$ cat src/assert_macros.svh
// Assertion macros used by the rate limiter top level.
// Depends on nothing; the including module must have i_clk and i_rst_n.
`ifndef ASSERT_MACROS_SVH
`define ASSERT_MACROS_SVH

// Clocked check that is switched off while reset is held.
`define ASSERT_CLK(label, prop, msg) \
    label: assert property (@(posedge i_clk) disable iff (!i_rst_n) prop) else $error(msg);

// Clocked check that also holds during reset.
`define ASSERT_CLK_ALWAYS(label, prop, msg) \
    label: assert property (@(posedge i_clk) prop) else $error(msg);

`endif

$ cat src/psprl_pkg.sv
// Types and constants of the per-source post rate limiter.
// Used by the request interface and all RTL modules; depends on nothing.
package psprl_pkg;

    localparam int ADDR_W = 32;
    localparam int TIME_W = 48;
    localparam int CFG_W  = 32;

    localparam logic [CFG_W-1:0] MIN_INTERVAL_RST = 32'd1000000;

    localparam logic CMD_CHECK = 1'b0;
    localparam logic CMD_POST  = 1'b1;

    typedef struct packed {
        logic [ADDR_W-1:0] addr;
        logic [TIME_W-1:0] tstamp;
    } t_record;

    // Expiry limit: now_time minus min_interval, with the borrow kept apart.
    typedef struct packed {
        logic              neg;
        logic [TIME_W-1:0] value;
    } t_limit;

    typedef struct packed {
        logic expired;
        logic hit;
    } t_cmp_res;

endpackage

$ cat src/psprl_cmp.sv
// Shared compare unit: tests one stored record for expiry and address match.
// Depends on psprl_pkg.
module psprl_cmp (
    input  psprl_pkg::t_record            i_rec,
    input  logic [psprl_pkg::ADDR_W-1:0]  i_addr,
    input  psprl_pkg::t_limit             i_lim,
    output psprl_pkg::t_cmp_res           o_res
);
    import psprl_pkg::*;

    // A negative limit means no record can be old enough to expire.
    always_comb begin
        o_res.expired = !i_lim.neg && (i_rec.tstamp < i_lim.value);
        o_res.hit     = (i_rec.addr == i_addr);
    end

endmodule

$ cat config.mk
export PLATFORM = sky130hd
export DESIGN_NAME = psprl_cmp
export DESIGN_NICKNAME = d
export VERILOG_FILES = /design/src/assert_macros.svh /design/src/psprl_pkg.sv /design/src/psprl_cmp.sv
export SDC_FILE = /design/constraint.sdc
export NUM_CORES = 1
export LEC_CHECK = 0
export BUFFER_PORTS_ARGS = -buffer_cell sky130_fd_sc_hd__buf_2
export CAP_MARGIN = 15
export CORE_AREA = 2 2 68 70
export DETAILED_ROUTE_END_ITERATION = 16
export DIE_AREA = 0 0 70 72
export PLACE_DENSITY = 0.82
export SLEW_MARGIN = 25
export SYNTH_ARGS = -nofsm -noshare
export SYNTH_HDL_FRONTEND = slang
export SYNTH_SLANG_ARGS = --single-unit
$ cat constraint.sdc
create_clock -name vclk -period 1.77
set_input_delay 0.0885 -clock vclk [all_inputs]
set_output_delay 0.0885 -clock vclk [all_outputs]
set_load 0.03 [all_outputs]
==> results of run 1 <==
layout make-up:
type,instances,area share
multi-input cells,159,0.571
repair buffers,165,0.332
inverters,48,0.0709
well taps,52,0.0256
worst max path at each step:
stage	start	end	slack, ns	cells after the start
global route	i_lim[21]	o_res[1]	-0.14	10
CTS	i_lim[10]	o_res[1]	0.006	10
floorplan	i_lim[1]	o_res[1]	0.02	7
detailed placement	i_rec[1]	o_res[1]	-0.16	8
global placement	i_rec[1]	o_res[1]	-0.15	8
finish	i_lim[23]	o_res[1]	-0.03	10
what timing repair did:
item	in CTS	in global routing
pin swaps	4	8
endpoints found under the setup margin	1	1
gates cloned	0	0
gates resized for setup	7	10
logic make-up after synthesis:
family	count (synthesis)	synth area share
simple gates	40	0.143
fa+ha+maj	47	0.382
buf+inv	48	0.117
compound gates	40	0.176
xor+xnor	32	0.182
power breakdown:
group / leakage [nW] / total, mW / switching [mW] / internal (mW)
Combinational: 1.59 / 0.528 / 0.232 / 0.296
Clock: 0 / 0 / 0 / 0
Sequential: 0 / 0 / 0 / 0
cell usage in the layout, fill, tap and decap left out, drive strengths merged, types with 2 or more instances in the layout:
| master | count |
|---|---|
| o21ai | 6 |
| buf | 165 |
| nand4 | 11 |
| o21a | 2 |
| nor2 | 7 |
| ha | 47 |
| nand3 | 2 |
| a21oi | 16 |
| xor2 | 32 |
| nand2 | 7 |
| a21o | 7 |
| nor4 | 9 |
| inv | 48 |
per-stage QoR:
stage	TNS [ns]	instance area, µm²	worst slack (ns)	instances	power [mW]
6_report	-0.0334	2540	-0.0334	424	0.528
5_1_grt	-0.139	2540	-0.139	424	0.599
4_1_cts	0	2470	0.00616	424	0.512
3_5_place_dp	-0.158	2440	-0.158	424	0.497
3_3_place_gp	-0.146	2440	-0.146	424	0.477
2_1_floorplan	0	1540	0.0166	207	0.251
worst max-delay path, cell delays in order:
cell and delay [ns]:
sky130_fd_sc_hd__buf_2 0.07, sky130_fd_sc_hd__inv_1 0.05, sky130_fd_sc_hd__ha_4 0.27, sky130_fd_sc_hd__nand4_1 0.15, sky130_fd_sc_hd__nor4_4 0.37, sky130_fd_sc_hd__a221oi_2 0.09
sky130_fd_sc_hd__o21ai_1 0.11, sky130_fd_sc_hd__a31oi_1 0.06, sky130_fd_sc_hd__o31a_1 0.31, sky130_fd_sc_hd__buf_6 0.14
metal layers:
| layer | wire (µm) | vias to the layer above | track usage |
|---|---|---|---|
| met5 | 0 | - | 0 |
| met4 | 15 | 0 | 0.00641 |
| met3 | 392 | 2 | 0.0236 |
| met2 | 2570 | 87 | 0.361 |
| met1 | 1650 | 854 | 0.167 |
| li1 | - | 1052 | - |
==> qor.txt, run 1 <==
========================================================================================
Utilization of the core after routing                                              0.596
Worst Setup End Kind                                                        primary output
Cell Rows                                                                             24
Share of the cycle needed by the critical path after routing                        1.02
Number of instances in the synthesized netlist                                       207
Total half-perimeter wirelength after legalization and detailed placement        4.35 mm
Worst vdd ir                                                                      116 µV
Yosys top cell area share                                                          0.382
Arrival time at the worst endpoint                                               1.71 ns
Critical Path Start Type                                                      input port
Most common cell in the netlist                                             sky130_fd_sc_hd__inv_1
Width of the die                                                                   70 µm
Max-cap violations                                                                     0
Floorplan Core Area                                                             4260 µm²
Final-layout clock buffer total                                                        0
End point of the most critical hold path                                        o_res[1]
Antenna diode count                                                                    0
Syn Nets                                                                             415
Avg Vias per Cell                                                                   4.71
Hold path depth                                                                        6
List of most frequent post-synthesis cells                                  sky130_fd_sc_hd__inv_1 (48), sky130_fd_sc_hd__ha_1 (47), sky130_fd_sc_hd__xor2_1 (32)
Synthesized area per cell                                                       7.44 µm²
Global-route wire length before repair                                           7.10 mm
Reg area                                                                           0 µm²
DRC                                                                                    0
Fraction of layout cells with a size suffix above 1                                0.478
Number of I/O pins                                                                   163
Max-slew violation total from the final report                                         0
Min-delay worst type                                                           in -> out
Worst hold slack across all endpoints                                           0.645 ns
# setup viols final                                                                    1
Part of the Yosys area used for sequential elements                                    0
Number of sequential cells in the layout                                               0
# fillers                                                                            413
Global router's overall resource usage                                             0.164
Number of port buffers                                                               163
Worst hold start                                                               i_lim[48]
DR WL/cell                                                                       10.9 µm
Number of warnings reported in the yosys synthesis log                                 0
Die Outline Area                                                                5040 µm²
Via count of the first global-routing pass                                         1,921
Post-CTS Hold Fix Bufs                                                                 0
Number of buffers added for setup after CTS                                            0
Vertical extent of the die                                                         72 µm
Initial cell density of the core                                                   0.361
Weighted congestion reported at the end of routability-driven placement            0.743
Area delta synth->final                                                            64.9%
Clock period minus final worst setup slack                                       1.80 ns
Remaining antenna violation count                                                      0
Tightest Pin Transition                                                         0.356 ns
Total power divided by cell area                                              208 nW/µm²
Number of nets at the end of the flow                                                582
Result of the run                                                           finished with violations
Max_slew headroom                                                                  0.761
Area used by multi-input combinational logic                                    1450 µm²
Overall overflow remaining after global route                                          0
Pin count of the biggest net entering global routing                                   4
RSZ-0062 raised after global routing                                                 yes
Crit path setup slack, layout                                                 -0.0334 ns
Total number of vias                                                               1,995
Crit-path max FO                                                                       3
Cell accounting for the most synthesized area                               sky130_fd_sc_hd__ha_1
Hold Vio Cnt, Final                                                                    0
Number of antenna violations at the first check in global routing                      0
Post-synthesis instance area                                                    1540 µm²
Max Clk Rate                                                                     555 MHz
Detailed router's first-iteration violation count                                     17
Critical path type                                                             in -> out
Detailed Routing Iterations Pass 1                                                     2
Violated checks                                                             setup timing
Dominant cells by area after synthesis                                      sky130_fd_sc_hd__ha_1 (38%), sky130_fd_sc_hd__xor2_1 (18%), sky130_fd_sc_hd__inv_1 (12%), sky130_fd_sc_hd__a21oi_1 (5.2%), sky130_fd_sc_hd__nand4_1 (4.5%)
Worst endpoint required time                                                     1.68 ns
Count of unique library cells instantiated by Yosys                                   26
Static power due to leakage                                                      1.59 nW
Detailed-route wire length                                                       4.62 mm
========================================================================================
Power figures use the tool's default switching activity.
==> run 2, diff against run 1 <==
Settings changed: CORE_AREA 2 2 68 70 to 2 2 78 61, DIE_AREA 0 0 70 72 to 0 0 80 63, PLACE_DENSITY 0.82 to 0.83.
==> qor.txt, run 2 (same netlist as run 1, synthesis figures left out) <==
========================================================================================
Total power divided by cell area                                              207 nW/µm²
Share of the cycle needed by the critical path after routing                       0.969
Final Total Pwr                                                                 0.524 mW
Post-Route M1 WL                                                                 1.86 mm
DR WL/cell                                                                       10.8 µm
Worst endpoint required time                                                     1.68 ns
Number of nets at the end of the flow                                                583
Antenna diode count                                                                    0
# setup viols final                                                                    0
Result of the run                                                              completed
Tightest Pin Transition                                                         0.384 ns
Critical path type                                                             in -> out
Number of antenna violations at the first check in global routing                      0
Start point of the critical path                                                i_rec[9]
Initial cell density of the core                                                   0.357
Arrival time at the worst endpoint                                               1.63 ns
Weighted congestion reported at the end of routability-driven placement            0.790
Vertical extent of the die                                                         63 µm
Crit-path max FO                                                                       2
# fillers                                                                            431
Width of the die                                                                   80 µm
Highest metal layer with signal wires                                               met4
Max Clk Rate                                                                     583 MHz
Floorplan Core Area                                                             4310 µm²
Global router's overall resource usage                                             0.172
Crit path max-delay cell type                                               sky130_fd_sc_hd__a2111o_1
Delay contributed by the slowest stage of the critical path                      0.39 ns
Worst Setup End Kind                                                        primary output
Number of I/O pins                                                                   163
Max_slew headroom                                                                  0.742
Worst hold start                                                               i_lim[48]
Overall overflow remaining after global route                                          0
Number of port buffers                                                               163
RSZ-0062 raised after global routing                                                 yes
Global-route wire length before repair                                           7.31 mm
Max-cap violations                                                                     0
Hold Vio Cnt, Final                                                                    0
Routed wire length on met2                                                       2.44 mm
Detailed router's first-iteration violation count                                     41
DRC                                                                                    0
Avg Vias per Cell                                                                   4.52
Clock period minus final worst setup slack                                       1.71 ns
Die Outline Area                                                                5040 µm²
Most common cell after layout, fill and taps aside                          sky130_fd_sc_hd__buf_2
Min-delay worst type                                                           in -> out
Number of sequential cells in the layout                                               0
Fraction of layout cells with a size suffix above 1                                0.477
Cell Rows                                                                             21
Utilization of the core after routing                                              0.587
Static power due to leakage                                                      1.59 nW
Reg area                                                                           0 µm²
Cell family with most CP delay                                              compound AO/OA/AOI/OAI gates
Worst hold slack across all endpoints                                           0.653 ns
Worst vdd ir                                                                      118 µV
DR WL met3                                                                        323 µm
Crit-path cells                                                             buf_2, ha_1, and3_1, o21ai_1, a21oi_1, a2111o_1, a31oi_1, o31a_1, buf_6
Critical Path Start Type                                                      input port
Pin count of the biggest net entering global routing                                   4
Final-layout clock buffer total                                                        0
Post-CTS Hold Fix Bufs                                                                 0
Max-slew violation total from the final report                                         0
Number of buffer and inverter instances along the worst setup path                     2
Detailed Routing Iterations Pass 1                                                     4
Area delta synth->final                                                            64.1%
Via count of the first global-routing pass                                         1,904
Commonest non-fill, non-tap cells in the layout                             sky130_fd_sc_hd__buf_2 (162), sky130_fd_sc_hd__inv_1 (46), sky130_fd_sc_hd__ha_1 (44)
Detailed-route wire length                                                       4.63 mm
Number of buffers added for setup after CTS                                            0
Remaining antenna violation count                                                      0
Total number of vias                                                               1,944
Total half-perimeter wirelength after legalization and detailed placement        4.39 mm
========================================================================================
==> run 2: cell types whose count changed in the layout (fill, tap and decap cells not counted) <==
| cell | change |
|---|---|
| sky130_fd_sc_hd__ha_1 | +2 |
| sky130_fd_sc_hd__ha_4 | -2 |
| sky130_fd_sc_hd__buf_2 | +1 |
| sky130_fd_sc_hd__buf_4 | +1 |
| sky130_fd_sc_hd__buf_6 | -1 |
| sky130_fd_sc_hd__o31ai_1 | -1 |
| sky130_fd_sc_hd__o31ai_2 | +1 |
==> run 2: path summary, 6_finish.rpt <==
| path | endpoint | slack (ns) | cells after the start |
|---|---|---|---|
| hold / removal | o_res[1] | 0.65 | 6 |
| setup / recovery | o_res[1] | 0.06 | 9 |
==> run 2: per-layer routing <==
layer | vias to the layer above | track usage
met5 | - | 0
li1 | 1051 | -
met2 | 67 | 0.336
met1 | 824 | 0.203
met4 | 0 | 0.0169
met3 | 2 | 0.0188
==> run 2: cell type report <==
type | instances | area (µm²) | area share
timing repair buffer | 166 | 845 | 0.334
inverter | 48 | 180 | 0.0713
multi-input combinational | 159 | 1430 | 0.566
tap | 57 | 71.3 | 0.0282
==> run 2: stage by stage <==
stage	TNS, ns	cells	setup slack, ns	instance area, µm²
after floorplan	0	207	0.0166	1540
after global placement	-0.170	430	-0.170	2450
after detailed placement	-0.169	430	-0.169	2450
after CTS	0	430	0.00158	2490
after global routing	-0.0596	430	-0.0596	2530
final	0	430	0.0553	2530
==> run 2: what timing repair did <==
action                     CTS  global route
gates resized for setup      6             9
pin swaps                    3             2
setup endpoints to repair    1             1
==> run 2: where the power goes <==
part / internal [mW] / switching (mW)
logic: 0.293 / 0.231
clock network: 0 / 0
registers: 0 / 0
total: 0.293 / 0.231
==> run 3, diff against run 2 <==
==> constraint.sdc (replaced) <==
create_clock -name vclk -period 1.93
set_input_delay 0.2895 -clock vclk [all_inputs]
set_output_delay 0.2895 -clock vclk [all_outputs]
set_load 0.03 [all_outputs]
==> qor.txt, run 3 (same netlist as run 1, synthesis figures left out) <==
========================================================================================
Result of the run                                                           finished with violations
Violated checks                                                             setup timing
Crit-path max FO                                                                       1
Critical Path Start Type                                                      input port
Width of the die                                                                   80 µm
Vertical extent of the die                                                         63 µm
Remaining antenna violation count                                                      0
Number of antenna violations at the first check in global routing                      0
DRC                                                                                    0
Number of nets at the end of the flow                                                582
Hold path depth                                                                        6
Global-route wire length before repair                                           7.05 mm
Max_slew headroom                                                                  0.793
Clock period minus final worst setup slack                                       2.15 ns
Global router's overall resource usage                                             0.164
Detailed-route wire length                                                       4.47 mm
Antenna diode count                                                                    0
Total half-perimeter wirelength after legalization and detailed placement        4.19 mm
Commonest non-fill, non-tap cells in the layout                             sky130_fd_sc_hd__buf_2 (160), sky130_fd_sc_hd__inv_1 (41), sky130_fd_sc_hd__ha_1 (39)
Cell count after placement                                                           429
Via count of the first global-routing pass                                         1,918
Number of port buffers                                                               163
Crit path setup slack, layout                                                  -0.219 ns
Die Outline Area                                                                5040 µm²
Number of I/O pins                                                                   163
Detailed Routing Iterations Pass 1                                                     4
Pre-CTS setup slack                                                            -0.316 ns
Arrival time at the worst endpoint                                               1.86 ns
Detailed router's first-iteration violation count                                     34
Static power due to leakage                                                      1.57 nW
Worst vdd ir                                                                     89.0 µV
Fraction of layout cells with a size suffix above 1                                0.495
DR WL/cell                                                                       10.4 µm
Final-layout clock buffer total                                                        0
# setup viols final                                                                    1
Share of the cycle needed by the critical path after routing                        1.11
Number of buffers added for setup after CTS                                            0
Worst endpoint required time                                                     1.64 ns
Cell Count, Final, Fillers Out                                                       429
Weighted congestion reported at the end of routability-driven placement            0.827
Reg area                                                                           0 µm²
End point of the most critical hold path                                        o_res[1]
Max-slew violation total from the final report                                         0
# fillers                                                                            398
Post-CTS Hold Fix Bufs                                                                 0
Cell Rows                                                                             21
Final Instance Area                                                             2570 µm²
Avg Vias per Cell                                                                   4.66
Critical path type                                                             in -> out
RSZ-0062 raised after global routing                                                 yes
Tightest Pin Transition                                                         0.308 ns
Min-delay worst type                                                           in -> out
Total power divided by cell area                                              189 nW/µm²
Overall overflow remaining after global route                                          0
Area delta synth->final                                                            66.9%
Worst hold start                                                               i_lim[48]
Utilization of the core after routing                                              0.597
Total number of vias                                                               2,000
DP Area                                                                         2500 µm²
Number of sequential cells in the layout                                               0
Worst Setup End Kind                                                        primary output
Initial cell density of the core                                                   0.357
Hold Vio Cnt, Final                                                                    0
Worst hold slack across all endpoints                                            1.04 ns
Pin count of the biggest net entering global routing                                   4
Floorplan Core Area                                                             4310 µm²
Max-cap violations                                                                     0
Max Clk Rate                                                                     465 MHz
Most common cell after layout, fill and taps aside                          sky130_fd_sc_hd__buf_2
========================================================================================
run 3: changes by cell type in the layout (fill, tap and decap cells not counted), moves of 2 or more:
cell,before,now
sky130_fd_sc_hd__ha_1,44,39
sky130_fd_sc_hd__ha_4,3,8
sky130_fd_sc_hd__inv_1,46,41
sky130_fd_sc_hd__inv_2,2,7
sky130_fd_sc_hd__buf_2,162,160
sky130_fd_sc_hd__buf_6,1,3
run 3: final cells by class:
| type | instances | area, µm² | share of cell area |
|---|---|---|---|
| Timing Repair Buffer | 165 | 850 | 0.330 |
| Tap cell | 57 | 71.3 | 0.0277 |
| Multi-Input combinational cell | 159 | 1470 | 0.572 |
| Inverter | 48 | 180 | 0.0701 |
run 3: metrics by stage:
step | TNS (ns) | power (mW)
after global placement | -0.283 | 0.454
final | -0.219 | 0.486
after CTS | -0.218 | 0.486
after floorplan | -0.0598 | 0.240
after global routing | -0.315 | 0.556
after detailed placement | -0.316 | 0.469
run 3: repair_timing:
action,in CTS,in global routing
pin swaps,8,2
cloned,0,0
resized for setup,11,2
setup endpoints to repair,1,1
run 3: report_power, final:
group	switching, mW	total [mW]	internal (mW)
sequential	0	0	0
clock	0	0	0
combinational	0.211	0.486	0.275
run 3: how the worst max path moves through the flow:
stage | startpoint | depth (start not counted) | slack, ns | end
after floorplan | i_lim[1] | 7 | -0.06 | o_res[1]
after global placement | i_rec[1] | 8 | -0.28 | o_res[1]
after detailed placement | i_lim[30] | 10 | -0.32 | o_res[1]
after CTS | i_rec[2] | 9 | -0.22 | o_res[1]
after global routing | i_lim[2] | 10 | -0.32 | o_res[1]
final | i_rec[2] | 9 | -0.22 | o_res[1]
run 3: worst max-delay path: stages:
cell and delay [ns]:
sky130_fd_sc_hd__buf_2 0.10, sky130_fd_sc_hd__ha_1 0.28, sky130_fd_sc_hd__o21a_1 0.17, sky130_fd_sc_hd__nor2_1 0.08
sky130_fd_sc_hd__o31ai_1 0.08, sky130_fd_sc_hd__a2111o_1 0.38, sky130_fd_sc_hd__a31oi_1 0.20, sky130_fd_sc_hd__o31a_1 0.16
sky130_fd_sc_hd__buf_6 0.13
run 3: per-layer routing:
layer  routed length, µm  up-vias  GRT usage
li1                    -     1047          -
met1                1700      853      0.184
met2                2360       98      0.341
met3                 394        2    0.00723
met4                  12        0     0.0127
met5                   0        -          0
